**config.mk**
```make
export PLATFORM = sky130hd
export DESIGN_NAME = zip_stored_entry_extractor_flat
export DESIGN_NICKNAME = d
export VERILOG_FILES = /design/src/sv/zse_pkg.sv /design/src/sv/zse_in_if.sv /design/src/sv/zse_out_if.sv /design/src/sv/zse_cfg_if.sv /design/src/sv/zse_front.sv /design/src/sv/zse_queue.sv /design/src/sv/zse_back.sv /design/src/sv/zip_stored_entry_extractor.sv /design/src/flat_wrapper.sv
export VERILOG_INCLUDE_DIRS = /design/src /design/src/sv
export SDC_FILE = /design/constraint.sdc
export NUM_CORES = 1
export LEC_CHECK = 0
export BUFFER_PORTS_ARGS = -buffer_cell sky130_fd_sc_hd__buf_2
export CELL_PAD_IN_SITES_DETAIL_PLACEMENT = 0
export CELL_PAD_IN_SITES_GLOBAL_PLACEMENT = 1
export CORE_MARGIN = 4
export CORE_UTILIZATION = 35
export CTS_CLUSTER_DIAMETER = 150
export CTS_CLUSTER_SIZE = 8
export DETAILED_ROUTE_END_ITERATION = 7
export PLACE_DENSITY = 0.7
export REMOVE_ABC_BUFFERS = 1
export SKIP_LAST_GASP = 1
export SYNTH_ARGS = -nofsm -noshare
export SYNTH_HDL_FRONTEND = slang
export SYNTH_SLANG_ARGS = --single-unit
export TNS_END_PERCENT = 20
```
**constraint.sdc**
```tcl
create_clock -name clk -period 8.45 [get_ports clk]
set_clock_uncertainty 0.05 [all_clocks]
set_input_delay 0.4225 -clock clk [delete_from_list [all_inputs] [get_ports clk]]
set_output_delay 0.4225 -clock clk [all_outputs]
set_load 0.02 [all_outputs]
```
**src/sv/zip_stored_entry_extractor_assert.svh**
```systemverilog
// ----------------------------------------------------------------------------
// zip_stored_entry_extractor_assert.svh
// assertion macros shared by the header walker and queue modules
// ----------------------------------------------------------------------------
`ifndef ZIP_STORED_ENTRY_EXTRACTOR_ASSERT_SVH
`define ZIP_STORED_ENTRY_EXTRACTOR_ASSERT_SVH
`ifndef SYNTH
// same-cycle implication, sampled on clk, quiet in reset
`define ZSE_ASSERT_IMP(lbl, ante, cons) \
  lbl: assert property (@(posedge clk) disable iff (rst) (ante) |-> (cons)) \
    else $error("zse assertion failed");
// next-cycle implication, sampled on clk, quiet in reset
`define ZSE_ASSERT_NXT(lbl, ante, cons) \
  lbl: assert property (@(posedge clk) disable iff (rst) (ante) |=> (cons)) \
    else $error("zse assertion failed");
`else
`define ZSE_ASSERT_IMP(lbl, ante, cons)
`define ZSE_ASSERT_NXT(lbl, ante, cons)
`endif
`endif

```
**src/sv/zse_pkg.sv**
```systemverilog
// ----------------------------------------------------------------------------
// zse_pkg
// types, constants and helpers for the zip stored entry extractor
// ----------------------------------------------------------------------------
package zse_pkg;

  localparam int NAME_BYTES_DEF  = 16;
  localparam int QUEUE_DEPTH_DEF = 4;

  localparam logic [31:0] SIG_MAGIC = 32'h0403_4b50;

  localparam int          HDR_IDX_W     = 5;
  localparam logic [4:0]  SIG_BYTES     = 5'd4;
  localparam logic [4:0]  OFF_METHOD    = 5'd8;
  localparam logic [4:0]  OFF_SIZE      = 5'd18;
  localparam logic [4:0]  OFF_NAME_LEN  = 5'd26;
  localparam logic [4:0]  OFF_EXTRA_LEN = 5'd28;
  localparam logic [4:0]  HDR_LAST      = 5'd29;

  localparam int TLEN_W = 5;

  typedef enum logic [1:0] {
    REG_NAME_LEN   = 2'd0,
    REG_NAME_LOWER = 2'd1,
    REG_NAME_UPPER = 2'd2
  } cfg_reg_t;

  typedef enum logic [2:0] {
    ST_PENDING     = 3'd0,
    ST_FOUND       = 3'd1,
    ST_BAD_SIG     = 3'd2,
    ST_NAME_TRUNC  = 3'd3,
    ST_COMPRESSED  = 3'd4,
    ST_DATA_TRUNC  = 3'd5,
    ST_NOT_FOUND   = 3'd6
  } status_t;

  typedef enum logic [4:0] {
    PH_HEADER = 5'b00001,
    PH_NAME   = 5'b00010,
    PH_EXTRA  = 5'b00100,
    PH_SKIP   = 5'b01000,
    PH_EMIT   = 5'b10000
  } phase_t;

  typedef struct packed {
    logic       kind;
    logic [7:0] payload_byte;
    logic       last_of_entry;
    logic [2:0] status;
  } result_t;

  function automatic result_t make_outcome(input status_t st);
    result_t r;
    r.kind          = 1'b1;
    r.payload_byte  = 8'd0;
    r.last_of_entry = 1'b0;
    r.status        = st;
    return r;
  endfunction

  function automatic result_t make_data(input logic [7:0] b, input logic last,
                                        input status_t st);
    result_t r;
    r.kind          = 1'b0;
    r.payload_byte  = b;
    r.last_of_entry = last;
    r.status        = st;
    return r;
  endfunction

endpackage

```
**src/sv/zse_in_if.sv**
```systemverilog
// ----------------------------------------------------------------------------
// zse_in_if
// archive byte channel
// ----------------------------------------------------------------------------
interface zse_in_if;
  logic       valid;
  logic       ready;
  logic [7:0] file_byte;
  logic       end_of_file;

  modport source (output valid, output file_byte, output end_of_file, input ready);
  modport sink   (input valid, input file_byte, input end_of_file, output ready);
endinterface

```
**src/sv/zse_out_if.sv**
```systemverilog
// ----------------------------------------------------------------------------
// zse_out_if
// result channel
// ----------------------------------------------------------------------------
interface zse_out_if;
  logic       valid;
  logic       ready;
  logic       kind;
  logic [7:0] payload_byte;
  logic       last_of_entry;
  logic [2:0] status;

  modport source (output valid, output kind, output payload_byte,
                  output last_of_entry, output status, input ready);
  modport sink   (input valid, input kind, input payload_byte,
                  input last_of_entry, input status, output ready);
endinterface

```
**src/sv/zse_cfg_if.sv**
```systemverilog
// ----------------------------------------------------------------------------
// zse_cfg_if
// register write channel
// ----------------------------------------------------------------------------
interface zse_cfg_if;
  logic        valid;
  logic        ready;
  logic [1:0]  index;
  logic [63:0] data;

  modport source (output valid, output index, output data, input ready);
  modport sink   (input valid, input index, input data, output ready);
endinterface

```
**src/sv/zse_front.sv**
```systemverilog
// ----------------------------------------------------------------------------
// zse_front
// header walker: takes archive bytes, tracks the entry chain, emits words
// ----------------------------------------------------------------------------
module zse_front import zse_pkg::*; #(
  parameter int NAME_BYTES = NAME_BYTES_DEF
) (
  input  logic                        clk,
  input  logic                        rst,
  zse_in_if.sink                      file_in,
  input  logic [TLEN_W-1:0]           tlen,
  input  logic [NAME_BYTES-1:0][7:0]  tname,
  input  logic                        q_full,
  output logic                        push,
  output result_t                     res
);

  `include "zip_stored_entry_extractor_assert.svh"

  localparam int IDX_W = (NAME_BYTES > 1) ? $clog2(NAME_BYTES) : 1;

  phase_t                 phase, phase_next;
  logic [HDR_IDX_W-1:0]   hdr_idx, hdr_idx_next;
  logic [31:0]            sig, sig_next;
  logic                   method_nz, method_nz_next;
  logic [31:0]            size, size_next;
  logic [15:0]            name_len, name_len_next;
  logic [15:0]            extra_len, extra_len_next;
  logic [31:0]            count, count_next;
  logic                   name_ok, name_ok_next;
  logic                   done, done_next;

  logic        accept, eof;
  logic [7:0]  b;
  logic [31:0] cnt_inc;
  logic        end_name, end_extra, m, byte_ok;

  assign file_in.ready = !q_full;
  assign accept        = file_in.valid && file_in.ready;
  assign b             = file_in.file_byte;
  assign eof           = file_in.end_of_file;
  assign cnt_inc       = count + 32'd1;

  always_comb begin
    phase_next     = phase;
    hdr_idx_next   = hdr_idx;
    sig_next       = sig;
    method_nz_next = method_nz;
    size_next      = size;
    name_len_next  = name_len;
    extra_len_next = extra_len;
    count_next     = count;
    name_ok_next   = name_ok;
    done_next      = done;
    push           = 1'b0;
    res            = '0;
    end_name       = 1'b0;
    end_extra      = 1'b0;
    m              = name_ok;
    byte_ok        = (count < 32'(tlen)) && (count < 32'(NAME_BYTES)) &&
                     (tname[count[IDX_W-1:0]] == b);

    if (accept && !done) begin
      unique case (phase)
        PH_HEADER: begin
          if (hdr_idx < SIG_BYTES) sig_next = {b, sig[31:8]};
          case (hdr_idx)
            OFF_METHOD:          method_nz_next = (b != 8'd0);
            OFF_METHOD + 5'd1:   method_nz_next = method_nz || (b != 8'd0);
            OFF_SIZE:            size_next = {24'd0, b};
            OFF_SIZE + 5'd1:     size_next[15:8]  = b;
            OFF_SIZE + 5'd2:     size_next[23:16] = b;
            OFF_SIZE + 5'd3:     size_next[31:24] = b;
            OFF_NAME_LEN:        name_len_next = {8'd0, b};
            OFF_NAME_LEN + 5'd1: name_len_next[15:8] = b;
            OFF_EXTRA_LEN:       extra_len_next = {8'd0, b};
            HDR_LAST:            extra_len_next[15:8] = b;
            default: ;
          endcase
          if (hdr_idx == HDR_LAST) begin
            hdr_idx_next = '0;
            if (sig != SIG_MAGIC) begin
              push      = 1'b1;
              res       = make_outcome(ST_BAD_SIG);
              done_next = 1'b1;
            end else begin
              phase_next   = PH_NAME;
              count_next   = '0;
              name_ok_next = 1'b1;
              m            = 1'b1;
              if (name_len_next == 16'd0) end_name = 1'b1;
            end
          end else begin
            hdr_idx_next = hdr_idx + 5'd1;
          end
        end
        PH_NAME: begin
          if (!byte_ok) m = 1'b0;
          name_ok_next = m;
          count_next   = cnt_inc;
          if (cnt_inc == {16'd0, name_len}) end_name = 1'b1;
        end
        PH_EXTRA: begin
          count_next = cnt_inc;
          if (cnt_inc == {16'd0, extra_len}) end_extra = 1'b1;
        end
        PH_SKIP: begin
          count_next = cnt_inc;
          if (cnt_inc == size) begin
            phase_next   = PH_HEADER;
            hdr_idx_next = '0;
            count_next   = '0;
          end
        end
        PH_EMIT: begin
          push       = 1'b1;
          count_next = cnt_inc;
          if (cnt_inc == size) begin
            done_next = 1'b1;
            res       = make_data(b, 1'b1, ST_FOUND);
          end else begin
            res       = make_data(b, 1'b0, ST_PENDING);
          end
        end
        default: ;
      endcase

      if (end_name) begin
        if ((tlen > TLEN_W'(NAME_BYTES)) || ({11'd0, tlen} != name_len_next)) m = 1'b0;
        name_ok_next = m;
        count_next   = '0;
        if (extra_len_next != 16'd0) phase_next = PH_EXTRA;
        else                         end_extra  = 1'b1;
      end

      if (end_extra) begin
        count_next = '0;
        if (m) begin
          if (method_nz_next) begin
            push      = 1'b1;
            res       = make_outcome(ST_COMPRESSED);
            done_next = 1'b1;
          end else if (size_next == 32'd0) begin
            push      = 1'b1;
            res       = make_outcome(ST_FOUND);
            done_next = 1'b1;
          end else begin
            phase_next = PH_EMIT;
          end
        end else if (size_next != 32'd0) begin
          phase_next = PH_SKIP;
        end else begin
          phase_next   = PH_HEADER;
          hdr_idx_next = '0;
        end
      end
    end

    if (accept && eof) begin
      if (!done_next) begin
        push = 1'b1;
        if (phase_next == PH_NAME)
          res = make_outcome(ST_NAME_TRUNC);
        else if (phase_next == PH_EXTRA)
          res = make_outcome(!name_ok_next ? ST_NOT_FOUND :
                             (method_nz_next ? ST_COMPRESSED : ST_DATA_TRUNC));
        else if (phase_next == PH_EMIT)
          res = make_outcome(ST_DATA_TRUNC);
        else
          res = make_outcome(ST_NOT_FOUND);
      end
      phase_next     = PH_HEADER;
      hdr_idx_next   = '0;
      sig_next       = '0;
      method_nz_next = 1'b0;
      size_next      = '0;
      name_len_next  = '0;
      extra_len_next = '0;
      count_next     = '0;
      name_ok_next   = 1'b1;
      done_next      = 1'b0;
    end
  end

  always_ff @(posedge clk) begin
    if (rst) begin
      phase     <= PH_HEADER;
      hdr_idx   <= '0;
      sig       <= '0;
      method_nz <= 1'b0;
      size      <= '0;
      name_len  <= '0;
      extra_len <= '0;
      count     <= '0;
      name_ok   <= 1'b1;
      done      <= 1'b0;
    end else begin
      phase     <= phase_next;
      hdr_idx   <= hdr_idx_next;
      sig       <= sig_next;
      method_nz <= method_nz_next;
      size      <= size_next;
      name_len  <= name_len_next;
      extra_len <= extra_len_next;
      count     <= count_next;
      name_ok   <= name_ok_next;
      done      <= done_next;
    end
  end

  `ZSE_ASSERT_IMP(a_data_only_in_emit, push && !res.kind, phase == PH_EMIT)
  `ZSE_ASSERT_NXT(a_rearm_after_eof, accept && eof, phase == PH_HEADER && !done && hdr_idx == '0)

endmodule

```
**src/sv/zse_queue.sv**
```systemverilog
// ----------------------------------------------------------------------------
// zse_queue
// short word queue between the header walker and the output stage
// ----------------------------------------------------------------------------
module zse_queue import zse_pkg::*; #(
  parameter int DEPTH = QUEUE_DEPTH_DEF
) (
  input  logic    clk,
  input  logic    rst,
  input  logic    push,
  input  result_t wr_word,
  input  logic    pop,
  output logic    full,
  output logic    not_empty,
  output result_t rd_word
);

  `include "zip_stored_entry_extractor_assert.svh"

  localparam int PTR_W = (DEPTH > 1) ? $clog2(DEPTH) : 1;
  localparam int CNT_W = $clog2(DEPTH + 1);

  result_t            slots [DEPTH];
  logic [PTR_W-1:0]   wr_ptr, rd_ptr;
  logic [CNT_W-1:0]   cnt;

  assign full      = (cnt == CNT_W'(DEPTH));
  assign not_empty = (cnt != '0);
  assign rd_word   = slots[rd_ptr];

  always_ff @(posedge clk) begin
    if (push) slots[wr_ptr] <= wr_word;
  end

  always_ff @(posedge clk) begin
    if (rst) begin
      wr_ptr <= '0;
      rd_ptr <= '0;
      cnt    <= '0;
    end else begin
      if (push)
        wr_ptr <= (wr_ptr == PTR_W'(DEPTH - 1)) ? '0 : wr_ptr + PTR_W'(1);
      if (pop)
        rd_ptr <= (rd_ptr == PTR_W'(DEPTH - 1)) ? '0 : rd_ptr + PTR_W'(1);
      if (push && !pop)      cnt <= cnt + CNT_W'(1);
      else if (pop && !push) cnt <= cnt - CNT_W'(1);
    end
  end

  `ZSE_ASSERT_IMP(a_no_overflow, push, !full)
  `ZSE_ASSERT_IMP(a_no_underflow, pop, not_empty)

endmodule

```
**src/sv/zse_back.sv**
```systemverilog
// ----------------------------------------------------------------------------
// zse_back
// output stage: registers queued words and drives the result channel
// ----------------------------------------------------------------------------
module zse_back import zse_pkg::*; (
  input  logic       clk,
  input  logic       rst,
  input  logic       q_valid,
  input  result_t    q_word,
  output logic       pop,
  zse_out_if.source  result_out
);

  logic    ovalid;
  result_t oword;

  assign pop = q_valid && (!ovalid || result_out.ready);

  always_ff @(posedge clk) begin
    if (rst) begin
      ovalid <= 1'b0;
    end else if (!ovalid || result_out.ready) begin
      ovalid <= q_valid;
    end
  end

  always_ff @(posedge clk) begin
    if (pop) oword <= q_word;
  end

  assign result_out.valid         = ovalid;
  assign result_out.kind          = oword.kind;
  assign result_out.payload_byte  = oword.payload_byte;
  assign result_out.last_of_entry = oword.last_of_entry;
  assign result_out.status        = oword.status;

endmodule

```
**src/sv/zip_stored_entry_extractor.sv**
```systemverilog
// ----------------------------------------------------------------------------
// zip_stored_entry_extractor
// walks zip local file headers and streams the bytes of one stored entry
//
//   channel      dir   word
//   cfg          in    index, data (name length, name bytes 0-7, 8-15)
//   file_in      in    file_byte, end_of_file
//   result_out   out   kind, payload_byte, last_of_entry, status
//
// one archive byte per cycle while the result queue is not full; a result word
// passes through the queue and then the output register after its byte is taken
// reset clears the registers, the walker and the queue; no clearing pass
// file_in.ready drops only while the result queue is full
// cfg.ready is always high
// ----------------------------------------------------------------------------
module zip_stored_entry_extractor import zse_pkg::*; #(
  parameter int NAME_BYTES  = NAME_BYTES_DEF,
  parameter int QUEUE_DEPTH = QUEUE_DEPTH_DEF
) (
  input  logic       clk,
  input  logic       rst,
  zse_cfg_if.sink    cfg,
  zse_in_if.sink     file_in,
  zse_out_if.source  result_out
);

  logic [TLEN_W-1:0]          tlen;
  logic [NAME_BYTES-1:0][7:0] tname;

  logic    push, pop, q_full, q_valid;
  result_t f_word, q_word;

  assign cfg.ready = 1'b1;

  always_ff @(posedge clk) begin
    if (rst) begin
      tlen  <= '0;
      tname <= '0;
    end else if (cfg.valid) begin
      unique case (cfg.index)
        REG_NAME_LEN: tlen <= cfg.data[TLEN_W-1:0];
        REG_NAME_LOWER: begin
          for (int k = 0; k < NAME_BYTES; k++) begin
            if (k < 8) tname[k] <= cfg.data[8*(k%8) +: 8];
          end
        end
        REG_NAME_UPPER: begin
          for (int k = 0; k < NAME_BYTES; k++) begin
            if (k >= 8) tname[k] <= cfg.data[8*(k%8) +: 8];
          end
        end
        default: ;
      endcase
    end
  end

  zse_front #(.NAME_BYTES(NAME_BYTES)) u_front (
    .clk     (clk),
    .rst     (rst),
    .file_in (file_in),
    .tlen    (tlen),
    .tname   (tname),
    .q_full  (q_full),
    .push    (push),
    .res     (f_word)
  );

  zse_queue #(.DEPTH(QUEUE_DEPTH)) u_queue (
    .clk       (clk),
    .rst       (rst),
    .push      (push),
    .wr_word   (f_word),
    .pop       (pop),
    .full      (q_full),
    .not_empty (q_valid),
    .rd_word   (q_word)
  );

  zse_back u_back (
    .clk        (clk),
    .rst        (rst),
    .q_valid    (q_valid),
    .q_word     (q_word),
    .pop        (pop),
    .result_out (result_out)
  );

endmodule

```
**src/flat_wrapper.sv**
```systemverilog
// flat-port wrapper written by rule: the top's interface ports become plain ports
module zip_stored_entry_extractor_flat import zse_pkg::*;
#(
  parameter int NAME_BYTES  = NAME_BYTES_DEF,
  parameter int QUEUE_DEPTH = QUEUE_DEPTH_DEF
)
  (clk, rst, cfg_valid, cfg_index, cfg_data, cfg_ready, file_in_valid, file_in_file_byte, file_in_end_of_file, file_in_ready, result_out_valid, result_out_kind, result_out_payload_byte, result_out_last_of_entry, result_out_status, result_out_ready);
  zse_cfg_if cfg_i ();
  zse_in_if file_in_i ();
  zse_out_if result_out_i ();
  input  logic clk;
  input  logic rst;
  input wire logic [$bits(cfg_i.valid)-1:0] cfg_valid;
  input wire logic [$bits(cfg_i.index)-1:0] cfg_index;
  input wire logic [$bits(cfg_i.data)-1:0] cfg_data;
  output wire logic [$bits(cfg_i.ready)-1:0] cfg_ready;
  input wire logic [$bits(file_in_i.valid)-1:0] file_in_valid;
  input wire logic [$bits(file_in_i.file_byte)-1:0] file_in_file_byte;
  input wire logic [$bits(file_in_i.end_of_file)-1:0] file_in_end_of_file;
  output wire logic [$bits(file_in_i.ready)-1:0] file_in_ready;
  output wire logic [$bits(result_out_i.valid)-1:0] result_out_valid;
  output wire logic [$bits(result_out_i.kind)-1:0] result_out_kind;
  output wire logic [$bits(result_out_i.payload_byte)-1:0] result_out_payload_byte;
  output wire logic [$bits(result_out_i.last_of_entry)-1:0] result_out_last_of_entry;
  output wire logic [$bits(result_out_i.status)-1:0] result_out_status;
  input wire logic [$bits(result_out_i.ready)-1:0] result_out_ready;
  assign cfg_i.valid = cfg_valid;
  assign cfg_i.index = cfg_index;
  assign cfg_i.data = cfg_data;
  assign cfg_ready = cfg_i.ready;
  assign file_in_i.valid = file_in_valid;
  assign file_in_i.file_byte = file_in_file_byte;
  assign file_in_i.end_of_file = file_in_end_of_file;
  assign file_in_ready = file_in_i.ready;
  assign result_out_valid = result_out_i.valid;
  assign result_out_kind = result_out_i.kind;
  assign result_out_payload_byte = result_out_i.payload_byte;
  assign result_out_last_of_entry = result_out_i.last_of_entry;
  assign result_out_status = result_out_i.status;
  assign result_out_i.ready = result_out_ready;
  zip_stored_entry_extractor #(.NAME_BYTES(NAME_BYTES), .QUEUE_DEPTH(QUEUE_DEPTH)) u_core (.clk(clk), .rst(rst), .cfg(cfg_i), .file_in(file_in_i), .result_out(result_out_i));
endmodule
```
# Word-level counts from Yosys, hierarchy flattened

Memories as Yosys holds them, arrays and structs flattened. A register that Yosys moved wholly into a read port is not among the register bits.
Index checks and enable logic that the tools add are counted.
Widths: inputs -> output; s select.

$add $sub $neg: 6
Magnitude comparators: 5
Equality and inequality tests: 31
Multiplexer cells: 108
Reduce and logical (&&, ||, !) cells: 32

Operators by type and width:

| cell                  | number |
|---|---|
| $mux 32               | 7 |
| $mux 13               | 9 |
| $pmux 32 s3           | 1 |
| $pmux 8 s2            | 5 |
| $mux 5                | 15 |
| $eq 32x16->1          | 2 |
| $mux 16               | 4 |
| $mux 8                | 8 |
| $eq 5x5->1 const B    | 10 |
| $mux 1                | 40 |
| $add 32x1->32 const B | 1 |
| $bmux 8 s4            | 1 |
| $eq 32x32->1          | 1 |
| $logic_not 32->1      | 1 |
| $lt 32x5->1           | 1 |
| $lt 32x5->1 const B   | 1 |
| $ne 32x27->1 const B  | 1 |
| $reduce_bool 32->1    | 1 |
| $pmux 13 s2           | 1 |
| $pmux 5 s2            | 2 |
| $logic_not 16->1      | 1 |
| $ne 5x16->1           | 1 |
| $reduce_bool 16->1    | 1 |
| $eq 5x4->1 const B    | 3 |
| 32 further kinds      | 64 |

Flip-flop bits (word level): 282
RAM bits: 52
Output and inout port bits: 16
Word-level logic and storage cells: 214
Memories: 1

Memories:

| memory               | words | width | rd ports | clocked after memory_dff | write ports | line            | RTL |
|---|---|---|---|---|---|---|---|
| u_core.u_queue.slots | 4     | 13    | 1        | 1                        | 1           | zse_queue.sv:23 | `result_t slots [DEPTH];` |

# Longest topological paths before layout

Gate-level depths: netlist of run 1.

Depth after elaboration: 23
Depth in mapped cells: 21
Depth with buffers taken out: 18

# Modules after synthesis

A second synthesis of run 1 with hierarchy kept.

Cells, all modules: 2070
Area, all modules: 19293.5 um^2

By module, submodules not included:

| module                     | times used | cells an instance | area each (um^2) | seq. area each (um^2) |
|---|---|---|---|---|
| zse_front                  | 1          | 1434              | 11016.8          | 2822.7 |
| zip_stored_entry_extractor | 1          | 507               | 5507.8           | 2662.6 |
| zse_queue                  | 1          | 111               | 2323.5           | 1741.7 |
| zse_back                   | 1          | 18                | 445.4            | 410.4 |

# Worst setup path before layout of run 1

Ideal clock, no wire load.

Path kind: reg2reg
Start point: register u_core.u_front.phase[1]
End point: register u_core.u_queue.cnt[2]
Library setup time: 0.070 ns
Arrival: 4.510 ns
Setup slack: 3.820 ns
Stages on the path, launching flop included: 18
Path buffers: 2
Clock period less this slack: 4.630 ns
Cell sequence: dfxtp_1 clkbuf_1 or3_1 or3_1 a2111oi_0 mux2_2 nand3_1 or4_1 a211o_1 buf_2 o32a_4 a21oi_4 ha_1 inv_1 fa_1 xor2_1 or3_1 a21oi_1

Word-level cells in the longest chain between the ends: 16

Ends and longest elaborated chain:

| what                        | line                             | RTL |
|---|---|---|
| start, declared             | zse_front.sv:22                  | `phase_t phase, phase_next;` |
| start signal, assigned      | zse_front.sv:198                 | `phase <= phase_next;` |
| $eq 5x1->1                  | zse_front.sv:64                  | `unique case (phase)` |
| $mux 16                     | zse_front.sv:64                  |  |
| $mux 16                     | zse_front.sv:63                  | `if (accept && !done) begin` |
| $ne 5x16->1                 | zse_front.sv:129                 | `if ((tlen > TLEN_W'(NAME_BYTES)) \|\| ({11'd0, tlen} != name_len_next)) m = 1'b0;` |
| $logic_or 1x1->1            | zse_front.sv:129                 |  |
| $mux 1                      | zse_front.sv:129                 |  |
| $mux 1                      | zse_front.sv:128                 | `if (end_name) begin` |
| $mux 1                      | zse_front.sv:63                  |  |
| $mux 1                      | zse_front.sv:138                 | `if (m) begin` |
| $mux 1                      | zse_front.sv:136                 | `if (end_extra) begin` |
| $mux 1                      | zse_front.sv:63                  |  |
| $mux 1                      | zse_front.sv:160                 | `if (!done_next) begin` |
| $mux 1 *                    | zse_front.sv:159                 | `if (accept && eof) begin` |
| net u_core.push             | zip_stored_entry_extractor.sv:30 | `logic push, pop, q_full, q_valid;` |
| $logic_not 1->1             | zse_queue.sv:46                  | `else if (pop && !push) cnt <= cnt - CNT_W'(1);` |
| $logic_and 1x1->1           | zse_queue.sv:46                  |  |
| $reduce_bool 2->1 (no line) | --                               |  |
| end signal, assigned        | zse_queue.sv:45                  | `if (push && !pop) cnt <= cnt + CNT_W'(1);` |
| end signal, assigned        | zse_queue.sv:46                  |  |
| end, declared               | zse_queue.sv:25                  | `logic [CNT_W-1:0] cnt;` |

Mark *: on every way through the listed nets, which the timed path passes. The rest lies on a longest branch. The select of a mux whose other input is x is not followed.
A chain may end at the register's enable or synchronous reset.

# Worst setup path after layout of run 1

Start point: register u_core.u_front.count[2]
End point: register u_core.u_queue.cnt[2]

Word-level cells in the longest chain between the ends: 17

Ends and longest elaborated chain:

| what                                                   | line                             | RTL |
|---|---|---|
| start, declared                                        | zse_front.sv:29                  | `logic [31:0] count, count_next;` |
| start signal, assigned                                 | zse_front.sv:205                 | `count <= count_next;` |
| branches (longest 13 deep; another with $add 32x1->32) | --                               |  |
| $mux 1 *                                               | zse_front.sv:159                 |  |
| net u_core.push                                        | zip_stored_entry_extractor.sv:30 |  |
| $logic_not 1->1                                        | zse_queue.sv:46                  |  |
| $logic_and 1x1->1                                      | zse_queue.sv:46                  |  |
| $reduce_bool 2->1 (no line)                            | --                               |  |

Mark *: on every way through the listed nets, which the timed path passes. The select of a mux whose other input is x is not followed.

==> results.txt, run 1 <==
Status - complete, no violations
Share of cells above drive strength 1 - 0.114
Sequential fraction of the synthesis area - 0.425
Uppermost layer routed - met5
Vias per cell - 5.54
Initial Util - 0.355
1st-pass router iterations - 5
PortBufs - 94
Cts bufs inserted - 49
Final setup fails - 0
Max Clk Rate - 0.174 GHz
Synth Area per Inst - 8.50 sq um
Critical Path Fanout Max - 22
Met2 wire length - 26.6 mm
LEAKAGE - 0.00677 uW
GR Overflow Total - 0
CORE AREA - 0.0504 sq mm
Power Density - 205 mW/mm^2
ANT nets after route - 0
Post-CTS Setup Repair Bufs - 0
HP Class - primary input to register
Crit. End Element - register
Syn. warnings - 0
Post-CTS Resized - 0
Main synth FF type - dfxtp_1
Worst-margin pin slew - 1.20 ns
P&R area growth vs syn - 11.9%
Worst EP arrival - 6.20 ns
R2R Path End - u_core.u_queue.cnt[2]
Iter 0 DRT Violations - 1164
Nets - 2204
Period minus WS final - 5.76 ns
Slew HR - 0.200
Skew-Pair Late Insertion Delay - 0.57 ns
Antenna violations before repair - 3
Post-synth EDFFs - 65
Met3 wire length - 3.20 mm
Min-Delay Startpoint - cfg_data[59]
Min Hold Slack - 0.0480 ns
Boundary Pins - 96
Max_cap viols - 0
Setup crit start kind - register
Max-slew violations - 0
Commonest non-fill, non-tap cell in the layout - nand2_1
# clock sinks - 347
Most frequent cells in the layout - nand2_1, dfxtp_1, a21oi_1, nor2_1, buf_2
RSZ-0062 raised after global routing - false
Worst path required time - 8.89 ns
Ys async rst share - 0
Die width - 234 um
Hold buffer count at cts - 0
Min-Delay Endpoint - u_core.tname[123]
First-pass GRT wire length - 88.3 mm
Vias - 15500
Hpwl dp - 39.2 mm
Clock Path Buffers - 3
# fillers - 5127
Final Cycle Share - 0.681
FF-to-FF setup slack - 2.69 ns
Number of global-route vias before repair - 15000
GR Util All Layers - 0.204
Setup TNS - 0 ns
FF-to-FF path depth - 17
Netlist cell types - 83
Die ar. - 0.0548 sq mm
Drc violations - 0
CTS tree - done
Largest net degree at the start of global routing - 92
Synthesized area - 0.0179 sq mm
Wire length on met1 - 25.4 mm
Mapped Cells - 2106
# rows - 82
Drt total wl - 56.6 mm
Hold Fails Final Rpt - 0
Critical path class - register to register
Reg clk slew, reported paths - 0.06 ns
RR Startpoint - u_core.u_front.count[2]
Hold Crit Depth - 3
Clk root buf - clkbuf_16
#FFs+latches synth - 347
Avg WL per Cell - 20.3 um
CTS H-tree lvls - 2
Die Ht - 234 um
Maximum vdd drop - 139 uV
Routability cong. - 0.937
Fin util - 0.398
-- registers in the layout (all words and copies together), names as in the netlist, 2 cells and up --
| register | count |
|---|---|
| u_core.tname | 128 |
| u_core.u_queue.slots | 52 |
| u_core.u_front.count | 32 |
| u_core.u_front.sig | 32 |
| u_core.u_front.size | 32 |
| u_core.u_front.extra_len | 16 |
| u_core.u_front.name_len | 16 |
| u_core.u_back.result_out.payload_byte | 8 |
| u_core.tlen | 5 |
| u_core.u_front.hdr_idx | 5 |
| u_core.u_front.phase | 5 |
| u_core.u_back.result_out.status | 3 |
| u_core.u_queue.cnt | 3 |
| u_core.u_queue.rd_ptr | 2 |
| u_core.u_queue.wr_ptr | 2 |
-- synth_stat cells (all sizes together), types with 14 or more instances --
master	n	area, sq um
and3	20	125
dfxtp	282	5650
o21ai	66	330
mux4	35	788
edfxtp	65	1950
clkbuf	119	447
nor4	36	246
nor2b	14	87.6
xnor2	66	578
nor2	129	492
buf	44	225
a22oi	50	375
a21oi	250	1260
xor2	39	342
nand3	36	180
or3	19	124
nand2	448	1680
nand2b	15	93.8
ha	15	188
mux2i	50	500
nand4	40	272
inv	22	82.6
and2	20	128
nor3	44	225
nand3b	24	180
-- where the power goes --
group / leakage (uW) / internal, uW / switching (uW) / total (uW)
logic: 0.00328 / 180 / 301 / 481
registers: 0.00286 / 1790 / 71.0 / 1860
clock network: 0.000635 / 1050 / 705 / 1750
-- metal layers --
metal	vias up	track usage
li1	7447	-
met1	7460	0.274
met2	460	0.339
met3	93	0.0328
met4	4	0.0576
met5	-	0
-- worst max path at each step --
stage / from / end / cells after the start
finish: u_core.u_front.count[2] / u_core.u_queue.cnt[2] / 17
floorplan: u_core.u_queue.cnt[0] / u_core.u_front.name_ok / 5
global placement: u_core.u_front.count[1] / u_core.u_queue.cnt[2] / 17
CTS: u_core.u_front.count[2] / u_core.u_queue.cnt[2] / 17
detailed placement: u_core.u_front.count[3] / u_core.u_queue.cnt[2] / 16
global route: u_core.u_front.count[3] / u_core.u_queue.cnt[2] / 16
-- critical path: stages, from the launching register on --
cell       delay [ns]
dfxtp_2          0.68
buf_4            0.41
nor2b_1          0.16
a22o_1           0.23
a221oi_1         0.38
or3_1            0.19
nand4_1          0.10
a2111oi_0        0.73
a21boi_0         0.32
a211o_1          0.45
o32a_4           0.45
a21oi_4          0.26
ha_1             0.23
inv_1            0.06
fa_1             0.37
xor2_1           0.17
or3_1            0.30
a21oi_1          0.14
-- metrics by stage --
| step | cells | power [uW] | area [sq um] | setup slack [ns] |
|---|---|---|---|---|
| detailed placement | 2729 | 2390 | 18700 | 2.85 |
| finish | 2792 | 4100 | 20000 | 2.69 |
| global placement | 2729 | 2380 | 18700 | 2.88 |
| floorplan | 1943 | 2180 | 17200 | 2.27 |
| CTS | 2791 | 4160 | 20000 | 2.83 |
| global route | 2791 | 4280 | 20000 | 2.37 |
-- area by class of cell --
class	count	area (sq um)	share of cell area
clock inverters	2	23.8	0.00119
repair buffers	114	623	0.0311
clock buffers	60	1290	0.0643
diodes	1	2.50	0.000125
flip-flops and latches	347	7600	0.380
well taps	672	841	0.0420
multi-input cells	1574	9570	0.478
inverters	22	82.6	0.00412
-- logic make-up after synthesis --
family | share of synthesized area
AOI/OAI and AO/OA | 0.153
muxes | 0.0758
other | 0.000210
and+or+nand+nor | 0.238
DFF | 0.425
buffers and inverters | 0.0422
adders and majority gates | 0.0122
xor gates and xnor gates | 0.0539
(Power assumes the default switching activity.)
==> inputs of run 2 (changes only) <==
--- a/config.mk
+++ b/config.mk
@@ -6,6 +6,7 @@
 export SDC_FILE = /design/constraint.sdc
 export NUM_CORES = 1
 export LEC_CHECK = 0
+export ABC_AREA = 1
 export BUFFER_PORTS_ARGS = -buffer_cell sky130_fd_sc_hd__buf_2
 export CELL_PAD_IN_SITES_DETAIL_PLACEMENT = 0
 export CELL_PAD_IN_SITES_GLOBAL_PLACEMENT = 1
@@ -14,7 +15,7 @@
 export CTS_CLUSTER_DIAMETER = 150
 export CTS_CLUSTER_SIZE = 8
 export DETAILED_ROUTE_END_ITERATION = 7
-export PLACE_DENSITY = 0.7
+export PLACE_DENSITY = 0.75
 export REMOVE_ABC_BUFFERS = 1
 export SKIP_LAST_GASP = 1
 export SYNTH_ARGS = -nofsm -noshare
==> constraint.sdc (replaced) <==
create_clock -name clk -period 4.9 [get_ports clk]
set_clock_uncertainty 0.05 [all_clocks]
set_input_delay 0.245 -clock clk [delete_from_list [all_inputs] [get_ports clk]]
set_output_delay 0.245 -clock clk [all_outputs]
set_load 0.02 [all_outputs]
==> run 2 against run 1 <==
  * Combinational power grew to 4.6 times the previous value
  * Via count is 26% higher
  * Clock-buffer cell count is 2 lower
  * Critical endpoint unchanged
  * Maximum frequency is 32% higher
==> results.txt, run 2 <==
Biggest register - u_core.tname
Fin area - 0.0223 sq mm (+11%)
Skew-Pair Late Insertion Delay - 0.59 ns (+0.02 ns)
Max Clk Rate - 0.229 GHz (+32%)
Most frequent cells in the layout - nand2_1, nor2_1, o21ai_0, inv_1, dfxtp_1
CORE AREA - 0.0540 sq mm (+7.2%)
Die ar. - 0.0585 sq mm (+6.8%)
Setup crit start kind - register
Mapped Cells - 2889 (+37%)
Maximum vdd drop - 242 uV (+74%)
CP max-delay cell - dfxtp_2
Top-count cell post-synth - nand2_1
First-pass GRT wire length - 105 mm (+19%)
1st-pass router iterations - 5 (unchanged)
Clock Path Buffers - 3 (unchanged)
# rows - 85 (+3.7%)
Cts bufs inserted - 49 (unchanged)
Nets - 3104 (+41%)
Synth cell count leaders - nand2_1, nor2_1, o21ai_0, inv_1, dfxtp_1
#FFs+latches synth - 347 (unchanged)
Share of cells above drive strength 1 - 0.0871 (-0.0271)
Cell repeated most along the worst path - nand2_1
Largest net degree at the start of global routing - 124 (+35%)
Status - complete, no violations
Sequential fraction of the synthesis area - 0.397 (-0.0278)
Crit path largest cell delay - 0.54 ns (-0.19 ns)
GR Overflow Total - 0 (unchanged)
DP Worst Slack - 0.570 ns (-2.28 ns)
Power Density - 396 mW/mm^2 (+94%)
Iter 0 DRT Violations - 1518 (+30%)
ANT nets after route - 0 (unchanged)
Post-synth EDFFs - 65 (unchanged)
HP Class - primary input to register
Die Ht - 242 um (+3.3%)
Routability cong. - 0.953 (+1.8%)
PortBufs - 94 (unchanged)
Commonest non-fill, non-tap cell in the layout - nand2_1
Slew HR - 0.297 (+0.0961)
Boundary Pins - 96 (unchanged)
Drt total wl - 66.9 mm (+18%)
Netlist cell types - 52 (-37%)
P&R area growth vs syn - 16.3%
Final Cycle Share - 0.892 (+0.211)
Placed inst area - 0.0203 sq mm (+8.5%)
Critical Path Fanout Max - 17 (-23%)
Max reg flops - 128 (unchanged)
Vias - 19500 (+26%)
CTS H-tree lvls - 2 (unchanged)
# clock sinks - 347 (unchanged)
Antenna violations before repair - 2 (-1)
Reg clk slew, reported paths - 0.06 ns (about the same)
Final setup fails - 0 (unchanged)
Crit. End Element - register
Ys async rst share - 0 (unchanged)
# fillers - 5715 (+11%)
Critical path class - register to register
Setup TNS - 0 ns (unchanged)
Max-slew violations - 0 (unchanged)
Worst EP arrival - 4.84 ns (-1.36 ns)
Main synth FF type - dfxtp_1
Avg WL per Cell - 18.0 um (-11%)
Largest regs - u_core.tname x128, u_core.u_queue.slots x52
Clk root buf - clkbuf_16
Max_cap viols - 0 (unchanged)
Synthesized area - 0.0191 sq mm (+7.0%)
Period minus WS final - 4.37 ns (-1.38 ns)
Area of the multi-input gates - 0.00981 sq mm (+2.6%)
Synth top area share - 0.295 (-0.0207)
DP Cell Count - 3588 (+31%)
N_diodes - 0 (-1)
Die width - 242 um (+3.3%)
Leading area contributor after synthesis - dfxtp_1
Synth area leaders - dfxtp_1, nand2_1, edfxtp_1
Worst-margin pin slew - 1.06 ns (-0.141 ns)
CTS tree - done
Synth Area per Inst - 6.63 sq um (-22%)
Vias per cell - 5.26 (-5.1%)
Number of global-route vias before repair - 18600 (+24%)
Worst path required time - 5.36 ns (-3.53 ns)
Non-filler cells, final - 3714 (+33%)
GR Util All Layers - 0.222 (+0.0183)
Syn. warnings - 0 (unchanged)
LEAKAGE - 0.00997 uW (+47%)
Initial Util - 0.354 (-0.000797)
Drc violations - 0 (unchanged)
Hold Fails Final Rpt - 0 (unchanged)
Post-CTS Setup Repair Bufs - 0 (unchanged)
Hpwl dp - 47.7 mm (+22%)
Register area - 0.00760 sq mm (about the same)
RSZ-0062 raised after global routing - false
Setup ws final - 0.527 ns (-2.17 ns)
==> run 2: cell types whose count changed after synthesis, sizes merged, moves of 46 or more <==
cell    delta
nand3    +134
inv      +295
nand2    +164
mux2i     -50
o211ai    +46
nor2     +379
a21oi     -89
o21ai    +288
xnor2     -63
==> run 2: path summary, 6_finish.rpt <==
path / endpoint / start / cells after the start / slack (ns)
setup reg to reg: u_core.u_queue.cnt[2] / u_core.u_front.count[0] / 29 / 0.53
hold / removal: u_core.u_queue.wr_ptr[1] / file_in_end_of_file / 5 / 0.06
hold reg to reg: u_core.tname[0] / u_core.tname[0] / 2 / 0.40
setup / recovery: u_core.u_queue.cnt[2] / u_core.u_front.count[0] / 29 / 0.53
==> run 2: timing repair <==
action,in CTS,in global routing
hold buffers,65,0
setup endpoints to repair,0,2
hold endpoints to repair,134,0
gates resized for setup,0,1
==> run 2: final cells by class <==
type	instances	area share
Sequential cell	347	0.341
Tap cell	696	0.0391
Clock buffer	58	0.0566
Multi-Input combinational cell	2082	0.441
Inverter	326	0.0551
Timing Repair Buffer	202	0.0649
Clock inverter	3	0.00214
==> run 2: per-stage QoR <==
| stage | power [uW] | util | hold slack, ns |
|---|---|---|---|
| final | 8820 | 0.412 | 0.0609 |
| after global routing | 9320 | 0.412 | 0.117 |
| after floorplan | 4970 | - | 0.330 |
| after CTS | 8890 | 0.412 | 0.0303 |
| after detailed placement | 5740 | 0.376 | 0.393 |
| after global placement | 5710 | 0.376 | 0.386 |
==> run 2: cell families after synthesis <==
kind of cell / after synthesis / synth area share
flip-flops: 347 / 0.397
XOR/XNOR: 13 / 0.00595
AND/OR/NAND/NOR: 1413 / 0.312
adder cells (fa/ha/maj): 16 / 0.0108
AO/OA/AOI/OAI: 639 / 0.181
buffers and inverters: 460 / 0.0927
other: 1 / 0.000196
==> run 2: power breakdown <==
part / internal (uW) / switching, uW
sequential: 3270 / 255
combinational: 715 / 1500
clock: 1790 / 1290
total: 5770 / 3050
==> run 2: routing by layer <==
layer	wire [um]	track usage
met5	0	0
met4	1800	0.0601
met3	3220	0.0298
met2	32100	0.387
met1	29700	0.290
==> run 2: worst max-delay path: cells and delay by family, from the launching register on <==
family	cells	cell delay, ns
compound gates	3	0.24
flops	1	0.54
buf+inv	2	0.13
simple gates	21	2.49
fa+ha+maj	3	0.81
